<file path="src/rtl/core/b5te_pkg.sv">
// Shared types, constants and the symbol alphabet of the byte to 5-bit text encoder.
package b5te_pkg;

    // Symbols written on one line before a newline is inserted.
    localparam logic [6:0] LINE_CHARS   = 7'd72;
    localparam logic [7:0] NEWLINE_CHAR = 8'd10;
    localparam logic [7:0] CHAR_A       = 8'd65;
    localparam logic [7:0] CHAR_ZERO    = 8'd48;
    localparam logic [4:0] ALPHA_LEN    = 5'd26;
    localparam logic [2:0] MAX_CARRY    = 3'd4;
    localparam int         MAX_CHARS    = 3;

    typedef enum logic
    {
        OP_DATA = 1'b0,
        OP_END  = 1'b1
    } op_t;

    typedef struct packed
    {
        logic [3:0] carry_bits;
        logic [2:0] carry_count;
        logic [6:0] line_count;
        logic       seen_data;
    } enc_state_t;

    // Characters caused by one input word, first character in entry 0.
    typedef struct packed
    {
        logic [MAX_CHARS-1:0][7:0] chars;
        logic [1:0]                count;
    } enc_result_t;

    function automatic logic [7:0] sym_to_char(input logic [4:0] v);
        logic [7:0] ch;
        if (v < ALPHA_LEN)
        begin
            ch = CHAR_A + {3'b000, v};
        end
        else
        begin
            ch = CHAR_ZERO + {3'b000, v - ALPHA_LEN};
        end
        return ch;
    endfunction

endpackage

</file>
<file path="src/rtl/core/b5te_calc.sv">
// Symbol split, alphabet mapping and line breaking for one input word.
module b5te_calc
    import b5te_pkg::*;
(
    input  enc_state_t  state,
    input  op_t         op,
    input  logic [7:0]  data_byte,
    output enc_result_t result,
    output enc_state_t  state_next
);

    always_comb
    begin
        logic [2:0]       cnt;
        logic [11:0]      acc;
        logic [1:0][4:0]  sym;
        logic [1:0]       nsym;
        logic [2:0]       left;
        logic [6:0]       lc;
        logic [1:0]       n;
        logic [8:0]       pad;

        cnt  = (state.carry_count > MAX_CARRY) ? MAX_CARRY : state.carry_count;
        acc  = {state.carry_bits, data_byte};
        sym  = '0;
        nsym = 2'd0;
        left = 3'd0;
        pad  = 9'({5'b00000, state.carry_bits} << (3'd5 - cnt));
        lc   = state.line_count;
        n    = 2'd0;
        result     = '0;
        state_next = state;

        case (op)
            OP_DATA:
            begin
                // First symbol takes the top five of the cnt+8 pending bits.
                sym[0] = 5'(acc >> (cnt + 3'd3));
                if (cnt >= 3'd2)
                begin
                    sym[1] = 5'(acc >> (cnt - 3'd2));
                    nsym   = 2'd2;
                    left   = cnt - 3'd2;
                end
                else
                begin
                    nsym = 2'd1;
                    left = cnt + 3'd3;
                end
            end
            OP_END:
            begin
                // Leftover bits are left-aligned and zero-filled.
                sym[0] = pad[4:0];
                nsym   = (cnt != 3'd0) ? 2'd1 : 2'd0;
            end
            default:
            begin
                nsym = 2'd0;
            end
        endcase

        for (int i = 0; i < 2; i++)
        begin
            if (2'(i) < nsym)
            begin
                result.chars[n] = sym_to_char(sym[i]);
                n  = n + 2'd1;
                lc = lc + 7'd1;
                if (lc >= LINE_CHARS)
                begin
                    result.chars[n] = NEWLINE_CHAR;
                    n  = n + 2'd1;
                    lc = 7'd0;
                end
            end
        end

        if (op == OP_END)
        begin
            if (state.seen_data && (lc != 7'd0))
            begin
                result.chars[n] = NEWLINE_CHAR;
                n = n + 2'd1;
            end
            state_next = '0;
        end
        else
        begin
            state_next.carry_bits  = 4'(data_byte & ((8'd1 << left) - 8'd1));
            state_next.carry_count = left;
            state_next.line_count  = lc;
            state_next.seen_data   = 1'b1;
        end

        result.count = n;
    end

endmodule

</file>
<file path="src/rtl/core/b5te_emit.sv">
// Result register that hands out the characters of one word, one per cycle while m_tready is high.
module b5te_emit
    import b5te_pkg::*;
(
    input  logic        clk,
    input  logic        rst_n,
    input  logic        load,
    input  enc_result_t result,
    output logic        free,
    output logic        m_tvalid,
    input  logic        m_tready,
    output logic [7:0]  m_tdata,   // out_char
    output logic        m_tlast    // last
);

    logic                      valid_reg, valid_next;
    logic [1:0]                idx_reg, idx_next;
    logic [1:0]                cnt_reg, cnt_next;
    logic [MAX_CHARS-1:0][7:0] chars_reg, chars_next;
    logic                      at_last;

    assign at_last  = (idx_reg == (cnt_reg - 2'd1));
    assign free     = !valid_reg || (m_tready && at_last);
    assign m_tvalid = valid_reg;
    assign m_tdata  = chars_reg[idx_reg];
    assign m_tlast  = at_last;

    always_comb
    begin
        valid_next = valid_reg;
        idx_next   = idx_reg;
        cnt_next   = cnt_reg;
        chars_next = chars_reg;
        if (load)
        begin
            valid_next = (result.count != 2'd0);
            idx_next   = 2'd0;
            cnt_next   = result.count;
            chars_next = result.chars;
        end
        else if (valid_reg && m_tready)
        begin
            if (at_last)
            begin
                valid_next = 1'b0;
            end
            else
            begin
                idx_next = idx_reg + 2'd1;
            end
        end
    end

    always_ff @(posedge clk or negedge rst_n)
    begin
        if (!rst_n)
        begin
            valid_reg <= 1'b0;
            idx_reg   <= 2'd0;
            cnt_reg   <= 2'd0;
        end
        else
        begin
            valid_reg <= valid_next;
            idx_reg   <= idx_next;
            cnt_reg   <= cnt_next;
        end
    end

    always_ff @(posedge clk)
    begin
        chars_reg <= chars_next;
    end

endmodule

</file>
<file path="src/rtl/core/byte_to_5bit_text_encoder.sv">
// Top level of the byte to 5-bit text encoder.
// Bytes are regrouped MSB first into 5-bit symbols written as 'A'-'Z' and '0'-'5',
// with a newline after every LINE_CHARS symbols; an end word (tuser = 1) flushes
// the leftover bits as one zero-padded symbol, closes a non-empty line and clears
// all state. Each input word is registered, turned into its up to three
// characters in a single step and moved to a result register that drives the
// output one character per cycle while m_tready is high, so the single output
// port limits the throughput; a word that yields no characters sends nothing.
// The next word is taken while the last character of the previous one is being
// handed out.
module byte_to_5bit_text_encoder
    import b5te_pkg::*;
(
    input  logic       clk,
    input  logic       rst_n,
    input  logic       s_tvalid,
    output logic       s_tready,
    input  logic [7:0] s_tdata,    // data_byte
    input  logic [0:0] s_tuser,    // op
    output logic       m_tvalid,
    input  logic       m_tready,
    output logic [7:0] m_tdata,    // out_char
    output logic       m_tlast     // last
);

    logic        in_valid_reg;
    op_t         in_op_reg;
    logic [7:0]  in_byte_reg;
    enc_state_t  state_reg, state_next;
    enc_result_t result;
    logic        free;
    logic        consume;

    assign consume  = in_valid_reg && free;
    assign s_tready = !in_valid_reg || consume;

    b5te_calc u_calc
    (
        .state      (state_reg),
        .op         (in_op_reg),
        .data_byte  (in_byte_reg),
        .result     (result),
        .state_next (state_next)
    );

    b5te_emit u_emit
    (
        .clk      (clk),
        .rst_n    (rst_n),
        .load     (consume),
        .result   (result),
        .free     (free),
        .m_tvalid (m_tvalid),
        .m_tready (m_tready),
        .m_tdata  (m_tdata),
        .m_tlast  (m_tlast)
    );

    always_ff @(posedge clk or negedge rst_n)
    begin
        if (!rst_n)
        begin
            in_valid_reg <= 1'b0;
            state_reg    <= '0;
        end
        else
        begin
            if (s_tready)
            begin
                in_valid_reg <= s_tvalid;
            end
            if (consume)
            begin
                state_reg <= state_next;
            end
        end
    end

    always_ff @(posedge clk)
    begin
        if (s_tvalid && s_tready)
        begin
            in_op_reg   <= op_t'(s_tuser[0]);
            in_byte_reg <= s_tdata;
        end
    end

endmodule
</file>
<file path="config.mk">
export PLATFORM = sky130hd
export DESIGN_NAME = byte_to_5bit_text_encoder
export DESIGN_NICKNAME = d
export VERILOG_FILES = /design/src/rtl/core/b5te_pkg.sv /design/src/rtl/core/b5te_calc.sv /design/src/rtl/core/b5te_emit.sv /design/src/rtl/core/byte_to_5bit_text_encoder.sv
export SDC_FILE = /design/constraint.sdc
export NUM_CORES = 1
export LEC_CHECK = 0
export ABC_AREA = 1
export BUFFER_PORTS_ARGS = -buffer_cell sky130_fd_sc_hd__buf_4
export CAP_MARGIN = 20
export CELL_PAD_IN_SITES_DETAIL_PLACEMENT = 0
export CELL_PAD_IN_SITES_GLOBAL_PLACEMENT = 1
export CORE_MARGIN = 2
export CORE_UTILIZATION = 26
export DETAILED_ROUTE_END_ITERATION = 8
export GPL_ROUTABILITY_DRIVEN = 0
export PLACE_DENSITY = 0.55
export SLEW_MARGIN = 20
export SYNTH_ARGS = -nofsm -noshare
export SYNTH_HDL_FRONTEND = slang
export SYNTH_SLANG_ARGS = --single-unit
export TNS_END_PERCENT = 30
</file>
<file path="constraint.sdc">
create_clock -name clk -period 8.2 [get_ports clk]
set_clock_uncertainty 0.2 [all_clocks]
set_input_delay 1.64 -clock clk [delete_from_list [all_inputs] [get_ports clk]]
set_output_delay 1.64 -clock clk [all_outputs]
set_load 0.02 [all_outputs]
</file>
== Word-level counts from Yosys, hierarchy flattened ==
Index checks and enable logic that the tools add are counted.

* Add/sub/neg operators: 17
* $lt $le $gt $ge: 15
* Equal/unequal tests: 2
* Shifts and indexed selects: 4
* Mux-type cells: 44
* Bitwise logic cells: 8
* Reductions and logical operators: 19

{| class="wikitable"
|+ Operator list
! operator !! number
|-
| $mux W24 || 4
|-
| $mux W8 || 7
|-
| $demux W8 S2 || 3
|-
| $and A18 B18 Y18 || 2
|-
| $not A18 Y18 || 2
|-
| $mux W7 || 4
|-
| $bwmux W24 || 1
|-
| $shr A12 B3 Y5 || 2
|-
| $mux W2 || 10
|-
| $add A7 B5 Y8 const A || 2
|-
| $bmux W8 S2 || 1
|-
| $mux W16 || 1
|-
| $mux W15 || 1
|-
| $add A6 B5 Y7 const A || 2
|-
| $add A7 B1 Y7 const B || 2
|-
| $ge A7 B7 Y1 const B || 2
|-
| $lt A2 B3 Y1 const B || 4
|-
| $or A6 B6 Y6 || 2
|-
| $lt A5 B5 Y1 const B || 2
|-
| $mux W5 || 2
|-
| $pmux W5 S2 || 1
|-
| $sub A5 B5 Y5 const B || 2
|-
| $mux W3 || 3
|-
| $add A2 B1 Y2 const B || 4
|-
| 25 further kinds || 43
|}

* Flip-flop bits (word level): 54
* Input bits: 13
* Output and inout bits: 11

== Logic depth before layout (Yosys ltp) ==
* Depth after elaboration: 19
* Gate-level depth with buffers: 28
* Gate-level depth less buffers: 27

== Hierarchy ==
A second synthesis with hierarchy kept.

* Cells, all modules: 552
* Area total of the unflattened synthesis: 4080.2 µm²

{| class="wikitable"
|+ Modules (own cells, without submodules)
! module !! times used !! cells an instance !! area an instance (µm²)
|-
| b5te_calc || 1 || 371 || 1926.8
|-
| b5te_emit || 1 || 99 || 1183.6
|-
| byte_to_5bit_text_encoder || 1 || 82 || 969.7
|}

== Worst setup path after synthesis ==
Ideal clock, no wire load.

* Path type: input -> output
* Start: in m_tready
* End: out s_tready
* Arrival: 2.093 ns
* Slack: 4.267 ns
* Cell stages on the path: 4
* Path through: nor2_1 > nor2_1 > inv_1 > nand2_1

* Cells in the longest elaborated chain, start to end: 4

{| class="wikitable"
|+ RTL lines
! item !! line !! source
|-
| start: declaration || byte_to_5bit_text_encoder.sv:21 || <nowiki>input logic m_tready,</nowiki>
|-
| $logic_and A1 B1 Y1 || b5te_emit.sv:23 || <nowiki>assign free = !valid_reg || (m_tready && at_last);</nowiki>
|-
| $logic_or A1 B1 Y1 || b5te_emit.sv:23 ||
|-
| $logic_and A1 B1 Y1 || byte_to_5bit_text_encoder.sv:34 || <nowiki>assign consume = in_valid_reg && free;</nowiki>
|-
| $logic_or A1 B1 Y1 || byte_to_5bit_text_encoder.sv:35 || <nowiki>assign s_tready = !in_valid_reg || consume;</nowiki>
|-
| end: declaration || byte_to_5bit_text_encoder.sv:17 || <nowiki>output logic s_tready,</nowiki>
|}

No other way between the ends.

== Worst setup path in the final report ==
* Start: reg state_reg[9] in the netlist's numbering
* End: reg u_emit.valid_reg (netlist: u_emit.m_tvalid)

* Cells in the longest elaborated chain, start to end: 17
* Elaborated cells between the ends (all ways): 26

{| class="wikitable"
|+ RTL lines
! item !! line !! source
|-
| start: declaration || byte_to_5bit_text_encoder.sv:29 || <nowiki>enc_state_t state_reg, state_next;</nowiki>
|-
| start signal: assignment || byte_to_5bit_text_encoder.sv:74 || <nowiki>state_reg <= state_next;</nowiki>
|-
| $gt A3 B3 Y1 || b5te_calc.sv:23 || <nowiki>cnt = (state.carry_count > MAX_CARRY) ? MAX_CARRY : state.carry_count;</nowiki>
|-
| $mux W3 * || b5te_calc.sv:23 ||
|-
| $ge A3 B2 Y1 / $reduce_bool A3 Y1 (equally long branches) || b5te_calc.sv:39, b5te_calc.sv:55 ||
|-
| $mux W2 / $mux W1 (equally long branches) || b5te_calc.sv:39, b5te_calc.sv:55 ||
|-
| $pmux W2 S2 * || b5te_calc.sv:34 || <nowiki>case (op)</nowiki>
|-
| parallel branches: the longest is 9 deep, another holds $add A7 B1 Y7 || n/a ||
|-
| $mux W2 * || b5te_calc.sv:79 || <nowiki>if (op == OP_END)</nowiki>
|-
| $reduce_bool A2 Y1 * || b5te_emit.sv:36 || <nowiki>valid_next = (result.count != 2'd0);</nowiki>
|-
| $mux W1 * || b5te_emit.sv:34 || <nowiki>if (load)</nowiki>
|-
| end signal: assignment || b5te_emit.sv:64 || <nowiki>valid_reg <= valid_next;</nowiki>
|-
| end: declaration || b5te_emit.sv:16 || <nowiki>logic valid_reg, valid_next;</nowiki>
|}

Every way passes the cells marked *.
A chain may end at the register's enable or synchronous reset.

==> flow_metrics.tcl <==
set metrics [dict create \
    status "completed" \
    antenna_left 0 \
    worstHoldStart "state_reg[0]" \
    vias_per_cell 4.69 \
    cts.sink_count 51 \
    fin_nets 548 \
    setup_violations 0 \
    grt_max_degree 40 \
    min_path_cells 2 \
    cp.arrival_ps 5010 \
    placement.io_buffers 22 \
    postCtsSetupRepairBufs 0 \
    cp.depth 26 \
    totalWireLength_microns 9850 \
    synth-compound-area-share_pct 15.7 \
    die_area_sq_um 15700 \
    dr.first_iter.drc_count 230 \
    max_stage_delay_ps 530 \
    syn_to_final_growth_pct 12.5 \
    path_class "register to register" \
    critical_path_required_ps 8160 \
    fmax_mhz 198 \
    initial_core_util_pct 26.5 \
    hold_viol_final 0 \
    total_power_mw 1.91 \
    max_slew_margin_pct 47.7 \
    ys_seq_elements 51 \
    ctsResizeCount 0 \
    rsz0062_at_grt "false" \
    chipHeight_microns 125 \
    core_area_sq_um 14500 \
    min_to "state_reg[0]" \
    route.vias.total 3309 \
    ioPinCount 24 \
    p_per_area_nw_per_um2 444 \
    dr.pass1.iters 4 \
    dieWidth_microns 125 \
    yosysWarningCount 0 \
    synth_top_area_cell "edfxtp_1" \
    wl_per_cell_microns 14.0 \
    path_delay_family "simple AND/OR/NAND/NOR gates" \
    async_flop_share_pct 41.2 \
    cp_max_fo 15 \
    r2r_cells 26 \
    nFillCells 1598 \
    cts_buffer_depth 2 \
    tightestPinTransition_ps 785 \
    path_buf_inv 6 \
    cts_buffers 5 \
    synth_common_cells "108 x nand2_1, 72 x inv_1, 53 x nor2_1" \
    worst_setup_path_start_kind "register" \
    synth_fa_ha_area_share_pct 4.57 \
    cts_hold_buf 0 \
    avgSynthCellArea_sq_um 7.58 \
    synth.most_common_cell "nand2_1" \
    grt_pass1_vias 3184 \
    drc_errors 0 \
    min_period_over_period_pct 61.6 \
    crit_slowest_cell "nand3_1" \
    cts_root_buffer "clkbuf_16" \
    row_count 44 \
    synthSimpleGateAreaFrac_pct 31.0 \
    crit_path_end_kind "register" \
    grt-ovfl-total 0 \
    drive_gt1_share_pct 17.0 \
    clkTransAtPathRegs_ps 60 \
    peakVddDrop_mv 0.115 \
    clk_latency_ps 290 \
    maxCapViolCount 0 \
    fin_crit_ps 5050 \
    synthDistinctLibCells 43 \
    synth_cells 505 \
    netlist_area_sq_um 3830 \
    synth.area.mux_share_pct 0.523 \
    rrSetupSlack_ps 3150 \
    reg2reg_from "state_reg[9]" \
    ys_top_cells_by_area "edfxtp_1 24%, dfrtp_1 14%, nand2_1 11%" \
    grt_pass1_wl_microns 16600 \
    leakagePower_nw 1.92 \
    seq_area_frac_synth_pct 37.2 \
    largest_reg_flops 21 \
    synthFlopType "edfxtp_1" \
    timing.rr.end "u_emit.m_tvalid" \
    synth_top_family_by_area "simple AND/OR/NAND/NOR gates" \
    antenna_found_initial 0 \
    final-max-slew-violation-count 0 \
    htree_levels 2 \
    cts_tree "done" \
    synthXorXnorAreaFrac_pct 1.37 \
    synth_edf_count 30 \
    synth_fp_nets 532 \
    fin_tns_setup_ps 0 \
    hp-class "register to register" \
    netlist.area_leader.share_pct 23.5 \
    grt_usage_pct 13.0 \
    post-dp-hpwl_microns 7830 \
    insertedDiodeCount 0 \
]
## worst min-delay path: stages, from the launching register on
cell     delay, ps
dfrtp_1        340
nand2_1         50
nand2_1         60
## cell families after synthesis
family | after synthesis
buffers and inverters | 93
muxes | 2
xor gates and xnor gates | 6
other | 1
AOI/OAI and AO/OA | 94
and+or+nand+nor | 244
DFF | 51
adders and majority gates | 14
## layout by cell type, fill, tap and decap left out, types with 4 or more instances in the layout
cell / n
edfxtp_1: 30
nand2_1: 108
a21oi_2: 4
nor2_1: 53
o21ai_1: 7
a31oi_1: 4
o211ai_1: 12
nand3_1: 30
nor2_2: 7
o31ai_1: 9
nand2_4: 6
dfrtp_1: 21
inv_2: 6
inv_1: 72
buf_4: 24
nand2_2: 15
ha_1: 14
clkbuf_16: 5
nand3_2: 13
a21oi_1: 7
nand4_1: 4
o21ai_0: 37
## worst max-delay path by stage
| stage | startpoint | to | slack, ps |
|---|---|---|---|
| global placement | state_reg[9] | u_emit.m_tvalid | 3300 |
| global route | state_reg[9] | u_emit.m_tvalid | 2610 |
| detailed placement | state_reg[9] | u_emit.m_tvalid | 3170 |
| CTS | state_reg[9] | u_emit.m_tvalid | 3150 |
| finish | state_reg[9] | u_emit.m_tvalid | 3150 |
| floorplan | m_tready | s_tready | 4270 |
## routing by layer
layer / share of wire [%] / routed length, microns / vias up / track usage (%)
li1: - / - / 1696 / -
met1: 50 / 4890 / 1538 / 18.1
met2: 46 / 4480 / 65 / 21.3
met3: 3.9 / 382 / 10 / 2.61
met4: 0.96 / 95 / 0 / 2.16
met5: 0 / 0 / - / 0
## stage by stage
step,setup WS [ps],hold WS (ps),area [sq um],util (%),cells
after floorplan,4270,250,3830,-,505
after global placement,3300,266,4170,28.8,698
after detailed placement,3170,267,4170,28.8,698
after CTS,3150,285,4310,29.8,706
after global routing,2610,314,4310,29.8,706
final,3150,282,4310,29.8,706
## final cells by class
cell class              instances  area [sq um]  area share [%]
clock buffers                   7           133            3.08
multi-input cells             361          2040            47.4
clock inverters                 1          5.00           0.116
inverters                      78           293            6.80
well taps                     184           230            5.34
repair buffers                 24           180            4.18
flip-flops and latches         51          1430            33.1
## report_power, final
part           switching (mW)  internal, mW
sequential             0.0820         0.410
combinational           0.822         0.402
clock                  0.0841         0.113
(Power assumes the default switching activity.)
